`src/rtl/les_pkg.sv`:
```
// Shared types, constants, microcode table and helpers for the Lorenz Euler stepper.
`default_nettype none
package les_pkg;

  // Number formats
  localparam int unsigned XLEN      = 32;                  // coordinate / coefficient width
  localparam int unsigned FRAC_BITS = 24;                  // fraction bits of coordinates
  localparam int unsigned STEP_BITS = 24;                  // width and scale of dt
  localparam int unsigned OPW       = XLEN + 1;            // multiplier operand width
  localparam int unsigned PW        = 2 * OPW;             // full product width
  localparam int unsigned EXT_W     = PW + 2;              // headroom for add/sub before clamp
  localparam int unsigned NUM_OUT   = 9;
  localparam int unsigned OUT_W     = NUM_OUT * XLEN;

  // Configuration register map
  localparam int unsigned CFG_IDX_W = 3;
  typedef enum logic [CFG_IDX_W-1:0] {
    CFG_SIGMA  = 3'd0,
    CFG_RHO    = 3'd1,
    CFG_BETA   = 3'd2,
    CFG_INIT_X = 3'd3,
    CFG_INIT_Y = 3'd4,
    CFG_INIT_Z = 3'd5
  } cfg_idx_e;

  localparam logic signed [XLEN-1:0] RST_SIGMA  = 32'sd167772160;
  localparam logic signed [XLEN-1:0] RST_RHO    = 32'sd469762048;
  localparam logic signed [XLEN-1:0] RST_BETA   = 32'sd44739243;
  localparam logic signed [XLEN-1:0] RST_INIT_X = 32'sd16777216;
  localparam logic signed [XLEN-1:0] RST_INIT_Y = 32'sd16777216;
  localparam logic signed [XLEN-1:0] RST_INIT_Z = 32'sd16777216;

  localparam logic signed [XLEN-1:0] VAL_MAX = {1'b0, {(XLEN-1){1'b1}}};
  localparam logic signed [XLEN-1:0] VAL_MIN = {1'b1, {(XLEN-1){1'b0}}};

  typedef struct packed {
    logic signed [XLEN-1:0] sigma;
    logic signed [XLEN-1:0] rho;
    logic signed [XLEN-1:0] beta;
    logic signed [XLEN-1:0] init_x;
    logic signed [XLEN-1:0] init_y;
    logic signed [XLEN-1:0] init_z;
  } cfg_t;

  // Datapath operations, one per control word
  typedef enum logic [3:0] {
    OP_NOP,
    OP_LOAD,   // latch dt, reload point on start
    OP_DX,     // dx = sat(prod >>> F)
    OP_DY,     // dy = sat((prod >>> F) - y)
    OP_T,      // t  = prod >>> F
    OP_DZ,     // dz = sat(t - (prod >>> F))
    OP_X,      // x  = sat(x + (prod >>> S))
    OP_Y,
    OP_Z,
    OP_EXT     // fold point into extremes
  } op_e;

  typedef enum logic [2:0] {
    A_SIGMA,
    A_X,
    A_BETA,
    A_DX,
    A_DY,
    A_DZ
  } asel_e;

  typedef enum logic [2:0] {
    B_YMX,     // y - x
    B_RMZ,     // rho - z
    B_Y,
    B_Z,
    B_DT
  } bsel_e;

  typedef enum logic [1:0] {
    H_NONE,
    H_NO_BEAT,   // wait for an input beat
    H_OUT_BUSY   // wait for the output register
  } hold_e;

  // Sequencer
  localparam int unsigned NUM_STEPS = 11;
  localparam int unsigned PC_W      = $clog2(NUM_STEPS);
  typedef logic [PC_W-1:0] pc_t;

  typedef struct packed {
    logic  accept;
    logic  emit;
    hold_e hold;
    logic  jmp;
    pc_t   tgt;
    op_e   op;
    asel_e a_sel;
    bsel_e b_sel;
  } cw_t;

  typedef struct packed {
    op_e   op;
    asel_e a_sel;
    bsel_e b_sel;
  } dp_ctrl_t;

  // Microcode: the product formed in one step is written back in the next
  function automatic cw_t rom_word(input pc_t pc);
    cw_t w;
    w = '{accept: 1'b0, emit: 1'b0, hold: H_NONE, jmp: 1'b0, tgt: '0,
          op: OP_NOP, a_sel: A_SIGMA, b_sel: B_YMX};
    case (pc)
      pc_t'(0): begin
        w.accept = 1'b1;
        w.hold   = H_NO_BEAT;
        w.op     = OP_LOAD;
      end
      pc_t'(1): begin
        w.a_sel = A_SIGMA; w.b_sel = B_YMX;
      end
      pc_t'(2): begin
        w.op = OP_DX; w.a_sel = A_X; w.b_sel = B_RMZ;
      end
      pc_t'(3): begin
        w.op = OP_DY; w.a_sel = A_X; w.b_sel = B_Y;
      end
      pc_t'(4): begin
        w.op = OP_T; w.a_sel = A_BETA; w.b_sel = B_Z;
      end
      pc_t'(5): begin
        w.op = OP_DZ; w.a_sel = A_DX; w.b_sel = B_DT;
      end
      pc_t'(6): begin
        w.op = OP_X; w.a_sel = A_DY; w.b_sel = B_DT;
      end
      pc_t'(7): begin
        w.op = OP_Y; w.a_sel = A_DZ; w.b_sel = B_DT;
      end
      pc_t'(8): begin
        w.op = OP_Z;
      end
      pc_t'(9): begin
        w.op = OP_EXT;
      end
      pc_t'(10): begin
        w.emit = 1'b1;
        w.hold = H_OUT_BUSY;
        w.jmp  = 1'b1;
        w.tgt  = '0;
      end
      default: begin
        w.jmp = 1'b1;
        w.tgt = '0;
      end
    endcase
    return w;
  endfunction

  // Clamp a widened value to the signed coordinate range
  function automatic logic signed [XLEN-1:0] sat32(input logic signed [EXT_W-1:0] v);
    logic signed [EXT_W-1:0] hi;
    logic signed [EXT_W-1:0] lo;
    hi = {{(EXT_W-XLEN){1'b0}}, VAL_MAX};
    lo = {{(EXT_W-XLEN){1'b1}}, VAL_MIN};
    if (v > hi) begin
      return VAL_MAX;
    end else if (v < lo) begin
      return VAL_MIN;
    end else begin
      return v[XLEN-1:0];
    end
  endfunction

endpackage
`default_nettype wire

```
`src/rtl/les_cfg.sv`:
```
// Configuration register file: coefficients and starting point.
`default_nettype none
module les_cfg (
  input  wire logic                                clk_i,
  input  wire logic                                rst_ni,
  input  wire logic                                cfg_we_i,
  input  wire logic [les_pkg::CFG_IDX_W-1:0]       cfg_idx_i,
  input  wire logic [les_pkg::XLEN-1:0]            cfg_data_i,
  output les_pkg::cfg_t                            cfg_o
);

  les_pkg::cfg_t cfg_q, cfg_d;

  // Register write decode; unused indexes are dropped
  always_comb begin
    cfg_d = cfg_q;
    if (cfg_we_i) begin
      case (cfg_idx_i)
        les_pkg::CFG_SIGMA:  cfg_d.sigma  = cfg_data_i;
        les_pkg::CFG_RHO:    cfg_d.rho    = cfg_data_i;
        les_pkg::CFG_BETA:   cfg_d.beta   = cfg_data_i;
        les_pkg::CFG_INIT_X: cfg_d.init_x = cfg_data_i;
        les_pkg::CFG_INIT_Y: cfg_d.init_y = cfg_data_i;
        les_pkg::CFG_INIT_Z: cfg_d.init_z = cfg_data_i;
        default: ;
      endcase
    end
  end

  always_ff @(posedge clk_i or negedge rst_ni) begin
    if (!rst_ni) begin
      cfg_q.sigma  <= les_pkg::RST_SIGMA;
      cfg_q.rho    <= les_pkg::RST_RHO;
      cfg_q.beta   <= les_pkg::RST_BETA;
      cfg_q.init_x <= les_pkg::RST_INIT_X;
      cfg_q.init_y <= les_pkg::RST_INIT_Y;
      cfg_q.init_z <= les_pkg::RST_INIT_Z;
    end else begin
      cfg_q <= cfg_d;
    end
  end

  assign cfg_o = cfg_q;

endmodule
`default_nettype wire

```
`config.mk`:
```
export PLATFORM = sky130hd
export DESIGN_NAME = les_cfg
export DESIGN_NICKNAME = d
export VERILOG_FILES = /design/src/rtl/les_pkg.sv /design/src/rtl/les_cfg.sv
export SDC_FILE = /design/constraint.sdc
export NUM_CORES = 1
export LEC_CHECK = 0
export BUFFER_PORTS_ARGS = -buffer_cell sky130_fd_sc_hd__buf_2
export CORE_MARGIN = 2
export CORE_UTILIZATION = 48
export DETAILED_ROUTE_END_ITERATION = 8
export PLACE_DENSITY = 0.87
export SYNTH_ARGS = -nofsm -noshare
export SYNTH_HDL_FRONTEND = slang
export SYNTH_SLANG_ARGS = --single-unit
```
`constraint.sdc`:
```
create_clock -name clk_i -period 1 [get_ports clk_i]
set_input_delay 0.05 -clock clk_i [delete_from_list [all_inputs] [get_ports clk_i]]
set_output_delay 0.05 -clock clk_i [all_outputs]
set_load 0.01 [all_outputs]
```
==> out/qor.txt <==
number of instances in the synthesized netlist -> 412
number of detailed-route iterations in the first pass -> 4
leakage power -> 5.806 nW
overall die area -> 16410 sq um
end of the worst register-to-register path -> cfg_o[173]
largest net degree at the start of global routing -> 35
fraction of layout cells with a size suffix above 1 -> 75.62%
crit-path leading delay family -> flip-flops
utilization after layout -> 77.13%
number of buffers added by the clock tree synthesis step -> 17
reg2reg start -> cfg_o[173]
Via-to-Cell Ratio -> 5.156
vias post-DR -> 5306
Worst Setup EP -> cfg_o[97]
DRC Markers -> 0
final setup slack of the worst path -> -0.1418 ns
number of global-route vias before repair -> 5729
remaining global-route overflow -> 0
most area-hungry cell type in the Yosys netlist -> sky130_fd_sc_hd__dfrtp_1
number of routed nets with antenna violations -> 0
CP required -> 0.95 ns
violated checks -> negative setup slack
TritonCTS clock tree -> done
routability cong. -> 0.8003
number of inserted filler cells in the final layout -> 783
maximum single-stage delay on the critical path -> 0.56 ns
die width -> 128.1 um
clock-pin transition on the worst setup and hold timing paths -> 0.08 ns
Register-to-Register Setup Slack -> -0.06 ns
number of cells on the worst reg-to-reg path -> 3
Final setup viols -> 181
P&R area growth vs syn -> 58.04%
TritonCTS Sinks -> 192
Max Cap Viol -> 0
maximum operating frequency -> 875.8 MHz
H-tree levels -> 4
max FFs per register -> 192
class of the tightest hold or removal check -> in -> async
buffer and inverter count on the worst path -> 1
cell types occupying the most area after synthesis -> sky130_fd_sc_hd__dfrtp_1 (58%), sky130_fd_sc_hd__mux2_2 (16%), sky130_fd_sc_hd__mux2_1 (9.1%), sky130_fd_sc_hd__dfstp_2 (7.8%), sky130_fd_sc_hd__mux2_4 (6.1%)
worst path arrival time -> 1.09 ns
Max VDD drop -> 1.784 mV
CTS Buffer Depth -> 2
ordered cell list for the critical path -> buf_6
setup repair after global routing missed its margin -> yes
clock insertion delay at the later pin of the skew report -> 0.42 ns
Seq cells post-synth -> 192
Final HPWL DP -> 12.23 mm
Cell Count Post-Placement -> 828
Site Rows -> 45
post-route clock period utilization -> 114.2%
final cell count without fillers -> 1029
status -> finished, violations left
transition time at the pin with the least slew margin -> 0.3404 ns
shortest clock period the worst path allows after layout -> 1.142 ns
setup TNS -> -5.375 ns
total stage count of the critical path -> 1
Final Max Tran Viols -> 0
worst clock skew on the final layout -> 0 ns
Setup crit end kind -> output pin
number of placed I/O pins -> 230
pwr dens -> 2267 nW/um^2
Final Hold Viols -> 0
type of the worst setup path -> reg -> out
mean post-synth cell area -> 17.94 sq um
violation count after the first detailed-route iteration -> 304
effective utilization at floorplan -> 48.81%
tightest slew margin relative to the limit -> 77.30%
global-route wire length before repair -> 32.24 mm
yosys synthesis warning count -> 0
largest fanout on the critical path -> 2
routed wirelength normalized by instance count -> 22.01 um
total wire length -> 22.65 mm
PnR Total Power -> 26.49 mW
CP startpoint -> cfg_o[97]
type of element launching the critical path -> flip-flop
ANT cells -> 0
post-layout net count -> 866
number of antenna violations at the first check in global routing -> 0
syn_nets -> 450
commonest non-fill, non-tap cells in the layout -> sky130_fd_sc_hd__dfrtp_1 (170), sky130_fd_sc_hd__buf_2 (150), sky130_fd_sc_hd__buf_4 (137)
sequential share of the synthesized area -> 65.37%
number of buffers added on ports -> 229
leading cell type in the layout, fill and taps excluded -> sky130_fd_sc_hd__dfrtp_1
total standard cell area after synthesis -> 7392 sq um
die outline height -> 128.1 um
top-area cell type share of the netlist area -> 57.55%
critical-path cell with the highest stage delay -> sky130_fd_sc_hd__dfstp_2
total global routing track utilization -> 26.25%
clock root buffer master -> sky130_fd_sc_hd__clkbuf_16
Netlist cell types -> 11
area of the core region -> 15150 sq um
-- worst min path at each step --
stage / to / slack [ns] / depth (start not counted) / start
floorplan: cfg_o[0] / -0.25 / 0 / rst_ni
global placement: cfg_o[170] / -0.05 / 1 / rst_ni
detailed placement: cfg_o[170] / -0.04 / 1 / rst_ni
CTS: cfg_o[170] / 0.07 / 2 / rst_ni
global route: cfg_o[170] / 0.09 / 2 / rst_ni
finish: cfg_o[170] / 0.07 / 2 / rst_ni
-- power by group --
part           switching [mW]  internal [mW]  total [mW]
logic                    3.25           5.47        8.71
clock network            3.24           3.68        6.92
registers                1.23           9.63        10.9
total                    7.71           18.8        26.5
-- metrics by stage --
step                      instance area (sq um)  worst slack (ns)  hold slack, ns
final                                     11680           -0.1418         0.07044
after global routing                      11680           -0.1871         0.09085
after global placement                     9198           -0.3496        -0.04741
after floorplan                            7724           -0.1987         -0.2456
after CTS                                 11040           -0.1521         0.06636
after detailed placement                   9198           -0.3980        -0.03882
-- per-layer routing --
metal | part of all wire, % | GRT usage (%)
met5 | 0 | 0
met4 | 2.5 | 9.179
met3 | 6.4 | 8.306
met2 | 52 | 45.71
met1 | 39 | 30.74
-- logic make-up (layout without fill, tap and decap cells) --
family	Yosys count	in the layout	share of synthesized area, %
buffers and inverters	22	451	2.894
DFF	192	192	65.37
muxes	192	192	30.77
and+or+nand+nor	6	6	0.9648
-- cell usage after synthesis (all sizes together) --
master    n
dfstp    22
nor4b     1
buf      22
dfrtp   170
nor4bb    3
nand4b    2
mux2    192
-- what timing repair did --
item	4_1_cts	5_1_grt
buffers inserted	84	52
gates resized for setup	49	47
endpoints found under the hold margin	363	0
hold buffers	33	0
setup endpoints to repair	191	192
-- layout make-up --
cell class / instances / area, sq um / share of cell area (%)
well taps: 188 / 235.2 / 2.013
clock inverters: 13 / 140.1 / 1.200
clock buffers: 19 / 452.9 / 3.877
multi-input cells: 198 / 2710 / 23.20
flip-flops and latches: 192 / 4832 / 41.36
repair buffers: 419 / 3312 / 28.35
No activity file was read; power rests on OpenSTA's default activity.
