==> config.mk <==
export PLATFORM = sky130hd
export DESIGN_NAME = les_dp
export DESIGN_NICKNAME = d
export VERILOG_FILES = /design/src/rtl/les_pkg.sv /design/src/rtl/les_dp.sv
export SDC_FILE = /design/constraint.sdc
export NUM_CORES = 2
export LEC_CHECK = 0
export ABC_AREA = 1
export BUFFER_PORTS_ARGS = -buffer_cell sky130_fd_sc_hd__buf_2
export CAP_MARGIN = 20
export CORE_MARGIN = 5
export CORE_UTILIZATION = 25
export DETAILED_ROUTE_END_ITERATION = 10
export PLACE_DENSITY = 0.47
export SYNTH_ARGS = -nofsm -noshare
export SYNTH_HDL_FRONTEND = slang
export SYNTH_SLANG_ARGS = --single-unit
==> constraint.sdc <==
create_clock -name clk_i -period 8.1 [get_ports clk_i]
set_clock_uncertainty 0.2 [all_clocks]
set_input_delay 0.81 -clock clk_i [delete_from_list [all_inputs] [get_ports clk_i]]
set_output_delay 0.81 -clock clk_i [all_outputs]
set_load 0.005 [all_outputs]
==> src/rtl/les_pkg.sv <==
// Shared types, constants, microcode table and helpers for the Lorenz Euler stepper.
`default_nettype none
package les_pkg;

  // Number formats
  localparam int unsigned XLEN      = 32;                  // coordinate / coefficient width
  localparam int unsigned FRAC_BITS = 24;                  // fraction bits of coordinates
  localparam int unsigned STEP_BITS = 24;                  // width and scale of dt
  localparam int unsigned OPW       = XLEN + 1;            // multiplier operand width
  localparam int unsigned PW        = 2 * OPW;             // full product width
  localparam int unsigned EXT_W     = PW + 2;              // headroom for add/sub before clamp
  localparam int unsigned NUM_OUT   = 9;
  localparam int unsigned OUT_W     = NUM_OUT * XLEN;

  // Configuration register map
  localparam int unsigned CFG_IDX_W = 3;
  typedef enum logic [CFG_IDX_W-1:0] {
    CFG_SIGMA  = 3'd0,
    CFG_RHO    = 3'd1,
    CFG_BETA   = 3'd2,
    CFG_INIT_X = 3'd3,
    CFG_INIT_Y = 3'd4,
    CFG_INIT_Z = 3'd5
  } cfg_idx_e;

  localparam logic signed [XLEN-1:0] RST_SIGMA  = 32'sd167772160;
  localparam logic signed [XLEN-1:0] RST_RHO    = 32'sd469762048;
  localparam logic signed [XLEN-1:0] RST_BETA   = 32'sd44739243;
  localparam logic signed [XLEN-1:0] RST_INIT_X = 32'sd16777216;
  localparam logic signed [XLEN-1:0] RST_INIT_Y = 32'sd16777216;
  localparam logic signed [XLEN-1:0] RST_INIT_Z = 32'sd16777216;

  localparam logic signed [XLEN-1:0] VAL_MAX = {1'b0, {(XLEN-1){1'b1}}};
  localparam logic signed [XLEN-1:0] VAL_MIN = {1'b1, {(XLEN-1){1'b0}}};

  typedef struct packed {
    logic signed [XLEN-1:0] sigma;
    logic signed [XLEN-1:0] rho;
    logic signed [XLEN-1:0] beta;
    logic signed [XLEN-1:0] init_x;
    logic signed [XLEN-1:0] init_y;
    logic signed [XLEN-1:0] init_z;
  } cfg_t;

  // Datapath operations, one per control word
  typedef enum logic [3:0] {
    OP_NOP,
    OP_LOAD,   // latch dt, reload point on start
    OP_DX,     // dx = sat(prod >>> F)
    OP_DY,     // dy = sat((prod >>> F) - y)
    OP_T,      // t  = prod >>> F
    OP_DZ,     // dz = sat(t - (prod >>> F))
    OP_X,      // x  = sat(x + (prod >>> S))
    OP_Y,
    OP_Z,
    OP_EXT     // fold point into extremes
  } op_e;

  typedef enum logic [2:0] {
    A_SIGMA,
    A_X,
    A_BETA,
    A_DX,
    A_DY,
    A_DZ
  } asel_e;

  typedef enum logic [2:0] {
    B_YMX,     // y - x
    B_RMZ,     // rho - z
    B_Y,
    B_Z,
    B_DT
  } bsel_e;

  typedef enum logic [1:0] {
    H_NONE,
    H_NO_BEAT,   // wait for an input beat
    H_OUT_BUSY   // wait for the output register
  } hold_e;

  // Sequencer
  localparam int unsigned NUM_STEPS = 11;
  localparam int unsigned PC_W      = $clog2(NUM_STEPS);
  typedef logic [PC_W-1:0] pc_t;

  typedef struct packed {
    logic  accept;
    logic  emit;
    hold_e hold;
    logic  jmp;
    pc_t   tgt;
    op_e   op;
    asel_e a_sel;
    bsel_e b_sel;
  } cw_t;

  typedef struct packed {
    op_e   op;
    asel_e a_sel;
    bsel_e b_sel;
  } dp_ctrl_t;

  // Microcode: the product formed in one step is written back in the next
  function automatic cw_t rom_word(input pc_t pc);
    cw_t w;
    w = '{accept: 1'b0, emit: 1'b0, hold: H_NONE, jmp: 1'b0, tgt: '0,
          op: OP_NOP, a_sel: A_SIGMA, b_sel: B_YMX};
    case (pc)
      pc_t'(0): begin
        w.accept = 1'b1;
        w.hold   = H_NO_BEAT;
        w.op     = OP_LOAD;
      end
      pc_t'(1): begin
        w.a_sel = A_SIGMA; w.b_sel = B_YMX;
      end
      pc_t'(2): begin
        w.op = OP_DX; w.a_sel = A_X; w.b_sel = B_RMZ;
      end
      pc_t'(3): begin
        w.op = OP_DY; w.a_sel = A_X; w.b_sel = B_Y;
      end
      pc_t'(4): begin
        w.op = OP_T; w.a_sel = A_BETA; w.b_sel = B_Z;
      end
      pc_t'(5): begin
        w.op = OP_DZ; w.a_sel = A_DX; w.b_sel = B_DT;
      end
      pc_t'(6): begin
        w.op = OP_X; w.a_sel = A_DY; w.b_sel = B_DT;
      end
      pc_t'(7): begin
        w.op = OP_Y; w.a_sel = A_DZ; w.b_sel = B_DT;
      end
      pc_t'(8): begin
        w.op = OP_Z;
      end
      pc_t'(9): begin
        w.op = OP_EXT;
      end
      pc_t'(10): begin
        w.emit = 1'b1;
        w.hold = H_OUT_BUSY;
        w.jmp  = 1'b1;
        w.tgt  = '0;
      end
      default: begin
        w.jmp = 1'b1;
        w.tgt = '0;
      end
    endcase
    return w;
  endfunction

  // Clamp a widened value to the signed coordinate range
  function automatic logic signed [XLEN-1:0] sat32(input logic signed [EXT_W-1:0] v);
    logic signed [EXT_W-1:0] hi;
    logic signed [EXT_W-1:0] lo;
    hi = {{(EXT_W-XLEN){1'b0}}, VAL_MAX};
    lo = {{(EXT_W-XLEN){1'b1}}, VAL_MIN};
    if (v > hi) begin
      return VAL_MAX;
    end else if (v < lo) begin
      return VAL_MIN;
    end else begin
      return v[XLEN-1:0];
    end
  endfunction

endpackage
`default_nettype wire

==> src/rtl/les_dp.sv <==
// Datapath: point and extreme registers, one shared multiplier, writeback ALU.
`default_nettype none
module les_dp (
  input  wire logic                               clk_i,
  input  wire logic                               rst_ni,
  input  wire les_pkg::dp_ctrl_t                  ctrl_i,
  input  wire les_pkg::cfg_t                      cfg_i,
  input  wire logic [les_pkg::STEP_BITS-1:0]      step_size_i,
  input  wire logic                               start_req_i,
  output logic [les_pkg::OUT_W-1:0]               result_o
);

  localparam int unsigned XLEN  = les_pkg::XLEN;
  localparam int unsigned OPW   = les_pkg::OPW;
  localparam int unsigned PW    = les_pkg::PW;
  localparam int unsigned EXT_W = les_pkg::EXT_W;

  // Point and extremes
  logic signed [XLEN-1:0] pos_x_q, pos_y_q, pos_z_q, pos_x_d, pos_y_d, pos_z_d;
  logic signed [XLEN-1:0] min_x_q, min_y_q, min_z_q, min_x_d, min_y_d, min_z_d;
  logic signed [XLEN-1:0] max_x_q, max_y_q, max_z_q, max_x_d, max_y_d, max_z_d;
  // Work registers
  logic signed [XLEN-1:0] dx_q, dy_q, dz_q, dx_d, dy_d, dz_d;
  logic signed [PW-1:0]   t_q, t_d;
  logic signed [PW-1:0]   prod_q, prod_d;
  logic [les_pkg::STEP_BITS-1:0] dt_q, dt_d;

  logic signed [OPW-1:0]  op_a, op_b;
  logic signed [PW-1:0]   sh_frac, sh_step;

  // Operand A select
  always_comb begin
    case (ctrl_i.a_sel)
      les_pkg::A_SIGMA: op_a = OPW'(cfg_i.sigma);
      les_pkg::A_X:     op_a = OPW'(pos_x_q);
      les_pkg::A_BETA:  op_a = OPW'(cfg_i.beta);
      les_pkg::A_DX:    op_a = OPW'(dx_q);
      les_pkg::A_DY:    op_a = OPW'(dy_q);
      les_pkg::A_DZ:    op_a = OPW'(dz_q);
      default:          op_a = '0;
    endcase
  end

  // Operand B select, differences formed at full precision
  always_comb begin
    case (ctrl_i.b_sel)
      les_pkg::B_YMX: op_b = OPW'(pos_y_q) - OPW'(pos_x_q);
      les_pkg::B_RMZ: op_b = OPW'(cfg_i.rho) - OPW'(pos_z_q);
      les_pkg::B_Y:   op_b = OPW'(pos_y_q);
      les_pkg::B_Z:   op_b = OPW'(pos_z_q);
      les_pkg::B_DT:  op_b = $signed({{(OPW-les_pkg::STEP_BITS){1'b0}}, dt_q});
      default:        op_b = '0;
    endcase
  end

  // Shared multiplier, registered
  assign prod_d  = op_a * op_b;
  assign sh_frac = prod_q >>> les_pkg::FRAC_BITS;
  assign sh_step = prod_q >>> les_pkg::STEP_BITS;

  // Writeback
  always_comb begin
    pos_x_d = pos_x_q; pos_y_d = pos_y_q; pos_z_d = pos_z_q;
    min_x_d = min_x_q; min_y_d = min_y_q; min_z_d = min_z_q;
    max_x_d = max_x_q; max_y_d = max_y_q; max_z_d = max_z_q;
    dx_d = dx_q; dy_d = dy_q; dz_d = dz_q;
    t_d  = t_q;
    dt_d = dt_q;
    case (ctrl_i.op)
      les_pkg::OP_LOAD: begin
        dt_d = step_size_i;
        if (start_req_i) begin
          pos_x_d = cfg_i.init_x; pos_y_d = cfg_i.init_y; pos_z_d = cfg_i.init_z;
          min_x_d = les_pkg::VAL_MAX; min_y_d = les_pkg::VAL_MAX;
          min_z_d = les_pkg::VAL_MAX;
          max_x_d = les_pkg::VAL_MIN; max_y_d = les_pkg::VAL_MIN;
          max_z_d = les_pkg::VAL_MIN;
        end
      end
      les_pkg::OP_DX: dx_d = les_pkg::sat32(EXT_W'(sh_frac));
      les_pkg::OP_DY: dy_d = les_pkg::sat32(EXT_W'(sh_frac) - EXT_W'(pos_y_q));
      les_pkg::OP_T:  t_d  = sh_frac;
      les_pkg::OP_DZ: dz_d = les_pkg::sat32(EXT_W'(t_q) - EXT_W'(sh_frac));
      les_pkg::OP_X:  pos_x_d = les_pkg::sat32(EXT_W'(pos_x_q) + EXT_W'(sh_step));
      les_pkg::OP_Y:  pos_y_d = les_pkg::sat32(EXT_W'(pos_y_q) + EXT_W'(sh_step));
      les_pkg::OP_Z:  pos_z_d = les_pkg::sat32(EXT_W'(pos_z_q) + EXT_W'(sh_step));
      les_pkg::OP_EXT: begin
        if (pos_x_q < min_x_q) min_x_d = pos_x_q;
        if (pos_y_q < min_y_q) min_y_d = pos_y_q;
        if (pos_z_q < min_z_q) min_z_d = pos_z_q;
        if (pos_x_q > max_x_q) max_x_d = pos_x_q;
        if (pos_y_q > max_y_q) max_y_d = pos_y_q;
        if (pos_z_q > max_z_q) max_z_d = pos_z_q;
      end
      default: ;
    endcase
  end

  // Architectural state
  always_ff @(posedge clk_i or negedge rst_ni) begin
    if (!rst_ni) begin
      pos_x_q <= les_pkg::RST_INIT_X;
      pos_y_q <= les_pkg::RST_INIT_Y;
      pos_z_q <= les_pkg::RST_INIT_Z;
      min_x_q <= les_pkg::VAL_MAX;
      min_y_q <= les_pkg::VAL_MAX;
      min_z_q <= les_pkg::VAL_MAX;
      max_x_q <= les_pkg::VAL_MIN;
      max_y_q <= les_pkg::VAL_MIN;
      max_z_q <= les_pkg::VAL_MIN;
    end else begin
      pos_x_q <= pos_x_d;
      pos_y_q <= pos_y_d;
      pos_z_q <= pos_z_d;
      min_x_q <= min_x_d;
      min_y_q <= min_y_d;
      min_z_q <= min_z_d;
      max_x_q <= max_x_d;
      max_y_q <= max_y_d;
      max_z_q <= max_z_d;
    end
  end

  // Scratch registers, no reset
  always_ff @(posedge clk_i) begin
    dx_q   <= dx_d;
    dy_q   <= dy_d;
    dz_q   <= dz_d;
    t_q    <= t_d;
    dt_q   <= dt_d;
    prod_q <= prod_d;
  end

  assign result_o = {max_z_q, max_y_q, max_x_q, min_z_q, min_y_q, min_x_q,
                     pos_z_q, pos_y_q, pos_x_q};

endmodule
`default_nettype wire

==> impl_results.md <==
* Outcome: complete, but fails checks
* Failing checks: negative setup slack
* Crit path required time at 8470 ps
* Clk Latency, worst-skew pair at 710 ps
* Most common cell after layout, fill and taps aside: nand2_1
* First-pass GRT wire length at 636 mm
* CTS Buf Count at 66
* Die area at 354000 um^2
* Nets at 15584
* Grt ovf at 0
* Synth top area share at 26.4%
* Vias in the first global route at 85300
* Die Wd at 595 um
* # rows at 214
* Peak Freq at 0.109 GHz
* RSZ-0062 raised after global routing: yes
* Number of synthesized flops with an enable pin at 162
* Critical R2R Capture: prod_q[60]$_DFF_P_
* Length in cells of the worst reg-to-reg path at 45
* Setup CP Type: flop to flop
* Critical path capture point type: flop
* Number of detailed-route iterations in the first pass at 8
* Slowest-stage cell, CP: fa_1
* Slew Limit Headroom at 22.8%
* Post-synthesis async set-or-reset flop share at 58.5%
* Detailed Route Iter0 Violations at 7801
* Worst setup margin at -1040 ps
* Largest net degree at the start of global routing at 129
* Max-slew violations at 0
* Die height at 595 um
* Fin util at 32.5%
* CTS Sinks at 492
* Hold_ws at 87.1 ps
* Starting Density at 25.1%
* Max Root-Sink Buffers at 3
* Fin cells at 18169
* Post-Synthesis Cells at 11952
* Yosys cell types at 67
* Fin area at 111000 um^2
* Max-cap violations at 0
* Initial antenna violation count at 56
* DRT antenna net count at 0
* CP most frequent cell: fa_1
* Worst hold path depth at 1
* Routability congestion estimate at 0.989
* Gr usage total at 24.8%
* Vias per cell at 4.73
* Max incr delay on CP at 520 ps
* Syn_nets at 13984
* Mean area per synthesized cell at 7.16 um^2
* Min cycle time layout at 9140 ps
* HPWL after DPL at 384 mm
* Predominant post-synthesis flop cell: dfrtp_1
* Share of post-route cells with drive strength above 1 at 21.6%
* Placed insts at 17889
* Worst-Margin Slew at 1160 ps
* Crit path arrival time at 9510 ps
* Hold path start: step_size_i[2]
* Layout area overhead at 29.3%
* Placed cell areas at 104000 um^2
* Register bit total from synthesis at 492
* CP max FO at 5
* # DRC at 0
* TritonCTS clock tree: yes
* Area leader, netlist: fa_1
* Mapped Area at 85500 um^2
* R2r startpoint: pos_y_q[0]$_DFFE_PN0P_
* Ports at 517
* R2R Setup Slk at -1040 ps
* Root cell of the clock tree: clkbuf_16
* CP startpoint: pos_y_q[0]$_DFFE_PN0P_
* Placeable Area at 340000 um^2
* Worst-path clk slew at 60 ps
* Area contributors post-synth: fa_1 26%, nand2_1 16%, inv_1 11%, ha_1 9.9%, edfxtp_1 5.7%
* Register area share after synthesis at 15.2%
* IO Port Bufs at 516
* Most frequent cells in the layout: 3492 x nand2_1, 2457 x inv_1, 1206 x buf_4
* Via Count at 85963
* Setup-failing EPs final at 42
* Hold Path End: dt_q[2]$_DFFE_PN_
* Setup crit start kind: flop
* Warnings from Yosys at 0
* H-tree depth at 3
* Per-cell routed wire length at 25.0 um
* WL final at 454 mm
* Period utilization at 113%
* Fin. Hold Viols at 0
* Tightest Hold Check Type: input port to flop
-- state kept, by name, summed over array words and instances, names as in the netlist --
| register | cells |
|---|---|
| dy_q | 32 |
| pos_y_q | 32 |
| max_y_q | 32 |
| pos_x_q | 32 |
| prod_q | 42 |
| t_q | 42 |
| dx_q | 32 |
| max_z_q | 32 |
| pos_z_q | 32 |
| min_y_q | 32 |
| min_x_q | 32 |
| min_z_q | 32 |
| dz_q | 32 |
| dt_q | 24 |
| max_x_q | 32 |
-- timing repair --
action / in CTS / in global routing
gates resized for setup: 332 / 417
gates cloned: 3 / 8
hold buffers: 1 / 0
setup buffers: 48 / 75
endpoints found under the hold margin: 41 / 0
pin swaps: 137 / 251
setup endpoints to repair: 42 / 42
-- stage by stage --
step,setup slack [ps],setup TNS [ps]
3_3_place_gp,-1750,-61470
4_1_cts,-1090,-37940
2_1_floorplan,-478,-10010
6_report,-1040,-37460
5_1_grt,-1340,-49060
3_5_place_dp,-1770,-60590
-- metal layers --
layer	vias to the layer above	part of all wire [%]	wire length [um]	GRT usage (%)
li1	39594	-	-	-
met1	42734	43	193000	33.0
met2	2964	45	203000	39.5
met3	643	6.5	29600	3.72
met4	28	6.1	27500	12.1
met5	-	0.041	184	0
-- worst max-delay path, delay by kind of cell (launching register included) --
family | cells | cell delay, ps
xor gates and xnor gates | 1 | 160
AOI/OAI and AO/OA | 9 | 1110
adders and majority gates | 11 | 4750
buffers and inverters | 15 | 1610
DFF | 1 | 410
and+or+nand+nor | 9 | 740
-- logic make-up (layout without fill, tap and decap cells) --
kind of cell | Yosys count | after routing | synth area share (%)
xor gates and xnor gates | 220 | 220 | 2.27
other | 0 | 27 | 0
AOI/OAI and AO/OA | 1224 | 1224 | 8.10
adders and majority gates | 1803 | 1803 | 36.3
and+or+nand+nor | 5236 | 5236 | 24.7
buffers and inverters | 2977 | 4631 | 13.4
DFF | 492 | 492 | 15.2
-- Yosys cell counts (27+ instances only) --
cell type	count
nand2_1	3607
inv_1	2555
fa_1	1128
nor2_1	777
ha_1	675
a21oi_1	594
nand3_1	564
o21ai_0	321
clkbuf_1	256
dfrtp_1	189
xor2_1	164
edfxtp_1	162
dfstp_2	99
buf_2	90
nand4_1	77
nor3_1	69
o21bai_1	58
xnor2_1	54
nor4_1	46
dfxtp_1	42
a31oi_1	40
o21a_1	27
-- how the worst max path moves through the flow --
stage	slack [ps]	endpoint	cells past startpoint
after floorplan	-480	prod_q[64]$_DFF_P_	35
after global placement	-1750	prod_q[57]$_DFF_P_	39
after detailed placement	-1770	prod_q[57]$_DFF_P_	39
after CTS	-1090	prod_q[64]$_DFF_P_	44
after global routing	-1340	prod_q[60]$_DFF_P_	47
final	-1040	prod_q[60]$_DFF_P_	45
-- final cells by class --
cell class,instances,area (um^2)
Antenna cell,27,67.6
Clock buffer,86,1860
Clock inverter,36,423
Fill cell,37264,230000
Inverter,2579,9730
Multi-Input combinational cell,8483,64300
Sequential cell,492,13100
Tap cell,4536,5680
Timing Repair Buffer,1930,15500
Power is left out: the tool's default activity adds up to more than one toggle a clock period on the data nets, which glitch-free logic cannot reach.
