[src/rtl/les_pkg.sv]
// Shared types, constants, microcode table and helpers for the Lorenz Euler stepper.
`default_nettype none
package les_pkg;

  // Number formats
  localparam int unsigned XLEN      = 32;                  // coordinate / coefficient width
  localparam int unsigned FRAC_BITS = 24;                  // fraction bits of coordinates
  localparam int unsigned STEP_BITS = 24;                  // width and scale of dt
  localparam int unsigned OPW       = XLEN + 1;            // multiplier operand width
  localparam int unsigned PW        = 2 * OPW;             // full product width
  localparam int unsigned EXT_W     = PW + 2;              // headroom for add/sub before clamp
  localparam int unsigned NUM_OUT   = 9;
  localparam int unsigned OUT_W     = NUM_OUT * XLEN;

  // Configuration register map
  localparam int unsigned CFG_IDX_W = 3;
  typedef enum logic [CFG_IDX_W-1:0] {
    CFG_SIGMA  = 3'd0,
    CFG_RHO    = 3'd1,
    CFG_BETA   = 3'd2,
    CFG_INIT_X = 3'd3,
    CFG_INIT_Y = 3'd4,
    CFG_INIT_Z = 3'd5
  } cfg_idx_e;

  localparam logic signed [XLEN-1:0] RST_SIGMA  = 32'sd167772160;
  localparam logic signed [XLEN-1:0] RST_RHO    = 32'sd469762048;
  localparam logic signed [XLEN-1:0] RST_BETA   = 32'sd44739243;
  localparam logic signed [XLEN-1:0] RST_INIT_X = 32'sd16777216;
  localparam logic signed [XLEN-1:0] RST_INIT_Y = 32'sd16777216;
  localparam logic signed [XLEN-1:0] RST_INIT_Z = 32'sd16777216;

  localparam logic signed [XLEN-1:0] VAL_MAX = {1'b0, {(XLEN-1){1'b1}}};
  localparam logic signed [XLEN-1:0] VAL_MIN = {1'b1, {(XLEN-1){1'b0}}};

  typedef struct packed {
    logic signed [XLEN-1:0] sigma;
    logic signed [XLEN-1:0] rho;
    logic signed [XLEN-1:0] beta;
    logic signed [XLEN-1:0] init_x;
    logic signed [XLEN-1:0] init_y;
    logic signed [XLEN-1:0] init_z;
  } cfg_t;

  // Datapath operations, one per control word
  typedef enum logic [3:0] {
    OP_NOP,
    OP_LOAD,   // latch dt, reload point on start
    OP_DX,     // dx = sat(prod >>> F)
    OP_DY,     // dy = sat((prod >>> F) - y)
    OP_T,      // t  = prod >>> F
    OP_DZ,     // dz = sat(t - (prod >>> F))
    OP_X,      // x  = sat(x + (prod >>> S))
    OP_Y,
    OP_Z,
    OP_EXT     // fold point into extremes
  } op_e;

  typedef enum logic [2:0] {
    A_SIGMA,
    A_X,
    A_BETA,
    A_DX,
    A_DY,
    A_DZ
  } asel_e;

  typedef enum logic [2:0] {
    B_YMX,     // y - x
    B_RMZ,     // rho - z
    B_Y,
    B_Z,
    B_DT
  } bsel_e;

  typedef enum logic [1:0] {
    H_NONE,
    H_NO_BEAT,   // wait for an input beat
    H_OUT_BUSY   // wait for the output register
  } hold_e;

  // Sequencer
  localparam int unsigned NUM_STEPS = 11;
  localparam int unsigned PC_W      = $clog2(NUM_STEPS);
  typedef logic [PC_W-1:0] pc_t;

  typedef struct packed {
    logic  accept;
    logic  emit;
    hold_e hold;
    logic  jmp;
    pc_t   tgt;
    op_e   op;
    asel_e a_sel;
    bsel_e b_sel;
  } cw_t;

  typedef struct packed {
    op_e   op;
    asel_e a_sel;
    bsel_e b_sel;
  } dp_ctrl_t;

  // Microcode: the product formed in one step is written back in the next
  function automatic cw_t rom_word(input pc_t pc);
    cw_t w;
    w = '{accept: 1'b0, emit: 1'b0, hold: H_NONE, jmp: 1'b0, tgt: '0,
          op: OP_NOP, a_sel: A_SIGMA, b_sel: B_YMX};
    case (pc)
      pc_t'(0): begin
        w.accept = 1'b1;
        w.hold   = H_NO_BEAT;
        w.op     = OP_LOAD;
      end
      pc_t'(1): begin
        w.a_sel = A_SIGMA; w.b_sel = B_YMX;
      end
      pc_t'(2): begin
        w.op = OP_DX; w.a_sel = A_X; w.b_sel = B_RMZ;
      end
      pc_t'(3): begin
        w.op = OP_DY; w.a_sel = A_X; w.b_sel = B_Y;
      end
      pc_t'(4): begin
        w.op = OP_T; w.a_sel = A_BETA; w.b_sel = B_Z;
      end
      pc_t'(5): begin
        w.op = OP_DZ; w.a_sel = A_DX; w.b_sel = B_DT;
      end
      pc_t'(6): begin
        w.op = OP_X; w.a_sel = A_DY; w.b_sel = B_DT;
      end
      pc_t'(7): begin
        w.op = OP_Y; w.a_sel = A_DZ; w.b_sel = B_DT;
      end
      pc_t'(8): begin
        w.op = OP_Z;
      end
      pc_t'(9): begin
        w.op = OP_EXT;
      end
      pc_t'(10): begin
        w.emit = 1'b1;
        w.hold = H_OUT_BUSY;
        w.jmp  = 1'b1;
        w.tgt  = '0;
      end
      default: begin
        w.jmp = 1'b1;
        w.tgt = '0;
      end
    endcase
    return w;
  endfunction

  // Clamp a widened value to the signed coordinate range
  function automatic logic signed [XLEN-1:0] sat32(input logic signed [EXT_W-1:0] v);
    logic signed [EXT_W-1:0] hi;
    logic signed [EXT_W-1:0] lo;
    hi = {{(EXT_W-XLEN){1'b0}}, VAL_MAX};
    lo = {{(EXT_W-XLEN){1'b1}}, VAL_MIN};
    if (v > hi) begin
      return VAL_MAX;
    end else if (v < lo) begin
      return VAL_MIN;
    end else begin
      return v[XLEN-1:0];
    end
  endfunction

endpackage
`default_nettype wire

[src/rtl/les_seq.sv]
// Microcode sequencer: step counter, control-word table and hold/jump logic.
`default_nettype none
module les_seq (
  input  wire logic        clk_i,
  input  wire logic        rst_ni,
  input  wire logic        in_valid_i,
  input  wire logic        out_busy_i,
  output logic             in_ready_o,
  output logic             out_load_o,
  output les_pkg::dp_ctrl_t ctrl_o
);

  les_pkg::pc_t pc_q, pc_d;
  les_pkg::cw_t cw;
  logic         in_beat;
  logic         hold;

  assign cw      = les_pkg::rom_word(pc_q);
  assign in_ready_o = cw.accept;
  assign in_beat = cw.accept & in_valid_i;

  // Hold conditions stall the counter on the current step
  always_comb begin
    case (cw.hold)
      les_pkg::H_NO_BEAT:  hold = ~in_valid_i;
      les_pkg::H_OUT_BUSY: hold = out_busy_i;
      default:             hold = 1'b0;
    endcase
  end

  assign out_load_o = cw.emit & ~out_busy_i;

  // Datapath control; the load step only acts on an accepted beat
  always_comb begin
    ctrl_o.a_sel = cw.a_sel;
    ctrl_o.b_sel = cw.b_sel;
    ctrl_o.op    = (cw.accept && !in_beat) ? les_pkg::OP_NOP : cw.op;
  end

  // Next step
  always_comb begin
    if (hold) begin
      pc_d = pc_q;
    end else if (cw.jmp) begin
      pc_d = cw.tgt;
    end else begin
      pc_d = pc_q + les_pkg::pc_t'(1);
    end
  end

  always_ff @(posedge clk_i or negedge rst_ni) begin
    if (!rst_ni) begin
      pc_q <= '0;
    end else begin
      pc_q <= pc_d;
    end
  end

endmodule
`default_nettype wire

[config.mk]
export PLATFORM = sky130hd
export DESIGN_NAME = les_seq
export DESIGN_NICKNAME = d
export VERILOG_FILES = /design/src/rtl/les_pkg.sv /design/src/rtl/les_seq.sv
export SDC_FILE = /design/constraint.sdc
export NUM_CORES = 1
export LEC_CHECK = 0
export BUFFER_PORTS_ARGS = -buffer_cell sky130_fd_sc_hd__clkbuf_2
export CORE_ASPECT_RATIO = 1.1
export CORE_MARGIN = 2
export CORE_UTILIZATION = 31
export CTS_CLUSTER_DIAMETER = 100
export DETAILED_ROUTE_END_ITERATION = 10
export HOLD_SLACK_MARGIN = 0.12
export PLACE_DENSITY = 0.66
export SYNTH_ARGS = -nofsm -noshare
export SYNTH_HDL_FRONTEND = slang
export SYNTH_SLANG_ARGS = --single-unit
export TNS_END_PERCENT = 100
[constraint.sdc]
create_clock -name clk_i -period 2 [get_ports clk_i]
set_clock_uncertainty 0.1 [all_clocks]
set_input_delay 0.6 -clock clk_i [delete_from_list [all_inputs] [get_ports clk_i]]
set_output_delay 0.6 -clock clk_i [all_outputs]
set_load 0.03 [all_outputs]
==> results of run 1 <==
stage by stage:
stage,cell area [um^2],hold WS [ns],setup WS [ns],power (mW),cells
2_1_floorplan,561,0.204,-0.0931,1.05,65
3_3_place_gp,718,0.307,-0.0405,1.38,105
3_5_place_dp,718,0.308,-0.0877,1.40,105
4_1_cts,933,0.561,-0.223,1.82,115
5_1_grt,1030,0.573,-0.314,2.18,118
6_report,1030,0.559,-0.231,2.03,118
layout by cell type (no fill, tap or decap), types with 2 or more instances in the layout:
cell type | netlist | layout
a21oi_1 | 5 | 3
a21oi_2 | 0 | 2
buf_4 | 2 | 19
buf_6 | 1 | 5
clkbuf_2 | 0 | 4
clkbuf_4 | 0 | 6
clkbuf_8 | 0 | 4
dfrtp_2 | 0 | 3
ha_4 | 0 | 4
inv_4 | 0 | 3
nand2_1 | 8 | 5
nand2_4 | 0 | 3
nand2b_1 | 4 | 4
nor2_1 | 10 | 6
nor2_2 | 0 | 3
nor3_1 | 3 | 2
o21ai_2 | 0 | 2
layout make-up:
class | instances | area [um^2] | area share (%)
clock buffer | 3 | 22.5 | 2.18
inverter | 4 | 22.5 | 2.18
multi-input combinational | 52 | 520 | 50.4
sequential | 4 | 104 | 10.1
tap | 17 | 21.3 | 2.06
timing repair buffer | 38 | 342 | 33.1
timing repair:
item / in CTS / in global routing
gates resized for setup: 34 / 27
buffers inserted: 6 / 3
endpoints found under the setup margin: 14 / 15
pin swaps: 8 / 7
hold endpoints to repair: 4 / 0
hold buffers: 1 / 0
report_power, final:
group	switching, mW	internal [mW]	leakage, nW
Combinational	0.880	0.875	0.400
Clock	0.0274	0.0667	0.0138
Sequential	0.0630	0.120	0.0475
kinds of logic (layout without fill, tap and decap cells):
| family | Yosys count | count (layout) | share of synthesized area [%] |
|---|---|---|---|
| DFF | 4 | 4 | 19.4 |
| AOI/OAI and AO/OA | 16 | 16 | 25.2 |
| buffers and inverters | 9 | 45 | 9.93 |
| muxes | 1 | 1 | 1.94 |
| adders and majority gates | 6 | 6 | 14.5 |
| and+or+nand+nor | 29 | 29 | 29.1 |
worst min-delay path: stages, from the launching register on:
cell,delay [ns]
dfrtp_2,0.47
o21ai_2,0.10
o41ai_2,0.05
layer usage:
| metal | wire [um] | vias to the layer above |
|---|---|---|
| li1 | - | 293 |
| met1 | 602 | 285 |
| met2 | 821 | 11 |
| met5 | 0 | - |
| met3 | 33 | 2 |
| met4 | 17 | 0 |
path summary, 6_finish.rpt:
path                       depth (start not counted)                  end  slack (ns)                 from
min                                                2  pc_q[3]$_DFFE_PN0N_        0.56  pc_q[3]$_DFFE_PN0N_
max in group asynchronous                          2  pc_q[0]$_DFFE_PN0N_        1.06               rst_ni
max reg2reg                                       10  pc_q[1]$_DFFE_PN0N_           0  pc_q[1]$_DFFE_PN0N_
min reg2reg                                        2  pc_q[3]$_DFFE_PN0N_        0.56  pc_q[3]$_DFFE_PN0N_
min in group asynchronous                          2  pc_q[3]$_DFFE_PN0N_        0.61               rst_ni
max                                                6            ctrl_o[8]       -0.23  pc_q[1]$_DFFE_PN0N_
==> impl_metrics.toml, run 1 <==
[status]
outcome = "finished with violations"
violations = "setup timing"

[timing]
worst_slack_ns = -0.231
finalHoldViolations = 0
setup_viol = 10
fin_crit_ns = 2.23
max_slew.worst_pin.slew_ns = 0.298
fmax_ghz = 0.448
setup-tns-final_ns = -1.50
slew_headroom_pct = 80.1
period_share_pct = 112
rsz0062_at_grt = "yes"
drv_slew = 0

[power_and_ir_drop]
ir_worst_vdd_v = 0.00105
p_leak_nw = 0.461
p_per_area_nw_per_um2 = 1970

[worst_setup_path]
cp.required_ns = 1.30
cp_slowest_cell = "dfrtp_1"
crit_family = "flip-flops"
path_buf_inv = 3
end_kind = "primary output"
cpPeakStageDelay_ns = 0.39
cp.arrival_ns = 1.53
crit_fanout = 5
critPathKind = "flop to primary output"
worst_setup_path_start_kind = "flop"
cp_cell_sequence = "inv_2 > ha_4 > buf_6 > nor4_4 > nor2_2 > clkbuf_8"

[synth]
synth_cells = 65
synthTopCellsByArea = "dfrtp_1 19%, ha_1 15%, nor2_1 7.3%"
async_flop_share_pct = 100
yosysMostFrequentCell = "nor2_1"
synth_top_area_share_pct = 19.4
netlist_area_um2 = 517
syn_area_per_cell_um2 = 7.95
ys_seq_elements = 4
synth_cell_types = 25
synth_warnings = 0
synth_nets = 75
synth_commonest_cells = "10 x nor2_1, 8 x nand2_1, 6 x ha_1, 5 x a21oi_1"
synth-edff-count = 0
ys_seq_area_share_pct = 19.4
synth_top_area_cell = "dfrtp_1"
ys.flop_type = "dfrtp_1"

[layout]
antennaDiodeCount = 0
reg_top3 = "pc_q (4)"
area_delta_synth_final_pct = 99.8
drive_gt1_share_pct = 72.3
nNetsFinal = 113
nFillCells = 113
postLayoutCoreUtil_pct = 66.3
top_register = "pc_q"
largest_reg_flops = 4

[place]
hpwlAfterDp_um = 985
gp_congestion = 0.708
port_buffers = 15

[worst_hold_path]
hold_path_class = "flop to flop"

[routing]
drt-wirelength-per-cell_um = 12.5
totalWireLength_mm = 1.47
vias_per_cell = 5.01
dr.pass1.iters = 3
post-route-drc-count = 0
drt_iter0_drc = 6
vias = 591
ant_nets = 0

[global_routing]
grtUsageMet2_pct = 28.5
grt_pass1_wl_mm = 2.26
met1_usage_pct = 17.3
overflow = 0
grtUsageMet3_pct = 2.31
grt_use_total_pct = 15.3
grt_max_degree = 11
grt_pass1_vias = 537
antenna_found_initial = 0
grt_most_used_layer = "met2"

[clocking]
tritoncts = "built"
clockBufferDepth = 2
cts.reportedPaths.clkPinSlew_ns = 0.03
h-tree-depth = 1
cts.sinks = 4
clk_latency_ns = 0.23
numCtsBuffers = 3
root_buffer = "clkbuf_4"

[floorplanning]
rows = 15
die_area_um2 = 2010
io_pins = 16
coreArea_um2 = 1560
die_height_um = 46.8
die_w_um = 42.9
start_util_pct = 33.2

[job]
cap_violations = 0
(Power assumes the default switching activity.)
==> run 2, diff against run 1 <==
- CORE_AREA: not set -> 2 2 39 41
- CORE_ASPECT_RATIO: 1.1 -> not set
- CORE_MARGIN: 2 -> not set
- CORE_UTILIZATION: 31 -> not set
- DIE_AREA: not set -> 0 0 41 43
- PLACE_DENSITY: 0.66 -> 0.77
- SETUP_SLACK_MARGIN: not set -> 0.4
==> impl_metrics.toml, run 2 (synthesis gave the netlist of run 1 again) <==
[worst_setup_path]
crit_fanout = 7
critPathKind = "flop to primary output"
cp_cell_sequence = "buf_4 > ha_4 > buf_4 > nor4_4 > nor2_2 > clkbuf_8"
cp_slowest_cell = "dfrtp_2"
worst_setup_path_start_kind = "flop"
reg2reg_to = "pc_q[0]$_DFFE_PN0N_"
cp.required_ns = 1.30
ff2ff_path_depth = 10
end_kind = "primary output"
rr_startpoint = "pc_q[1]$_DFFE_PN0N_"
crit_top_cell = "buf_4"
rrSetupSlack_ns = -0.10
cp.arrival_ns = 1.56
cpPeakStageDelay_ns = 0.45

[power_and_ir_drop]
p_per_area_nw_per_um2 = 1990
p_int_mw = 1.20
p_leak_nw = 0.501
combPwrFrac_pct = 86.7
p_seq_share_pct = 9.0
total_power_mw = 2.29
netSwitchingPower_mw = 1.10
switching_share_pct = 47.8
ir_worst_vdd_v = 0.00115
clockPowerShare_pct = 4.2

[layout]
nNetsFinal = 120
top_register = "pc_q"
nFillCells = 77
drive_gt1_share_pct = 76.9
layout_commonest_cell = "buf_4"
largest_reg_flops = 4
reg_top3 = "pc_q (4)"
antennaDiodeCount = 0
final_cell_mix = "25 x buf_4, 8 x buf_6, 6 x nor2_4, 6 x nand2_1"
area_delta_synth_final_pct = 123
postLayoutCoreUtil_pct = 83.3

[timing]
max_slew.worst_pin.slew_ns = 0.290
finalHoldViolations = 0
period_share_pct = 113
setup_viol = 15
fmax_ghz = 0.443
worst_slack_ns = -0.258
setup-tns-final_ns = -2.36
rsz0062_at_grt = "yes"
slew_headroom_pct = 80.6
drv_slew = 0
hold_slack_ns = 0.611
fin_crit_ns = 2.26

[routing]
drt-wirelength-per-cell_um = 14.5
post-route-drc-count = 0
drt_iter0_drc = 2
vias = 635
dr.pass1.iters = 3
vias_per_cell = 5.12
totalWireLength_mm = 1.79
ant_nets = 0

[clocking]
clockBufferDepth = 2
h-tree-depth = 1
cts.reportedPaths.clkPinSlew_ns = 0.04
tritoncts = "built"
root_buffer = "clkbuf_4"
numCtsBuffers = 3
clk_latency_ns = 0.23
cts.sinks = 4

[status]
outcome = "finished with violations"
violations = "setup timing"

[place]
hpwlAfterDp_mm = 1.05
port_buffers = 15
gp_congestion = 0.836
place_ws_ns = -0.175

[floorplanning]
io_pins = 16
rows = 14
die_w_um = 41
die_height_um = 43
coreArea_um2 = 1380
die_area_um2 = 1760
start_util_pct = 37.3

[global_routing]
grt_max_degree = 12
grt_pass1_vias = 642
overflow = 0
grt_pass1_wl_mm = 2.76
antenna_found_initial = 0
grt_use_total_pct = 23.6

[job]
cap_violations = 0

[worst_hold_path]
hold_path_class = "input port to async pin"
## run 2: cell count changes in the layout (fill, tap and decap cells not counted), moves of 2 or more
| cell | change |
|---|---|
| o21ai_1 | +2 |
| nor2_1 | -5 |
| buf_6 | +3 |
| nor2_4 | +5 |
| o21ai_2 | -2 |
| buf_4 | +6 |
| clkbuf_4 | -3 |
| a21oi_4 | +2 |
## run 2: how the worst max path moves through the flow
stage | start | end | slack [ns] | depth (start not counted)
after floorplan | pc_q[0]$_DFFE_PN0N_ | ctrl_o[6] | -0.09 | 5
after global placement | pc_q[1]$_DFFE_PN0N_ | ctrl_o[8] | -0.11 | 6
after detailed placement | pc_q[1]$_DFFE_PN0N_ | ctrl_o[8] | -0.17 | 6
after CTS | pc_q[1]$_DFFE_PN0N_ | ctrl_o[8] | -0.26 | 6
after global routing | pc_q[0]$_DFFE_PN0N_ | ctrl_o[8] | -0.32 | 6
final | pc_q[0]$_DFFE_PN0N_ | ctrl_o[8] | -0.26 | 6
## run 2: metrics by stage
stage                     instance area [um^2]  instances
after floorplan                            614         65
after global placement                     772        105
after detailed placement                   772        105
after CTS                                 1050        119
after global routing                      1150        124
final                                     1150        124
## run 2: final cells by class
type                            count  area, um^2  area share [%]
Inverter                            4        20.0            1.74
Sequential cell                     4         105            9.12
Clock buffer                        3        22.5            1.95
Timing Repair Buffer               45         397            34.4
Tap cell                           16        20.0            1.74
Multi-Input combinational cell     52         588            51.0
## run 2: metal layers
metal / vias to the layer above / part of all wire [%] / global-route usage, %
met1: 314 / 37 / 26.9
li1: 311 / - / -
met2: 8 / 61 / 40.0
met5: - / 0 / 0
met4: 0 / 1.3 / 11.3
met3: 2 / 0.95 / 3.66
## run 2: power by group through the flow
stage,logic (mW),registers [mW],clock network [mW]
finish,1.99,0.207,0.0969
global route,2.12,0.215,0.101
CTS,1.73,0.190,0.102
detailed placement,1.32,0.175,0
global placement,1.29,0.168,0
floorplan,1.00,0.151,0
## run 2: worst max-delay path, delay by kind of cell, from the launching register on
| kind | cells | cell delay [ns] |
|---|---|---|
| buffers and inverters | 3 | 0.47 |
| adder cells (fa/ha/maj) | 1 | 0.18 |
| flip-flops | 1 | 0.45 |
| AND/OR/NAND/NOR | 2 | 0.23 |
## run 2: what timing repair did
action	CTS	global route
hold buffers	1	0
gates resized for setup	38	22
setup endpoints to repair	16	16
hold endpoints to repair	4	0
pin swaps	5	2
setup buffers	10	5
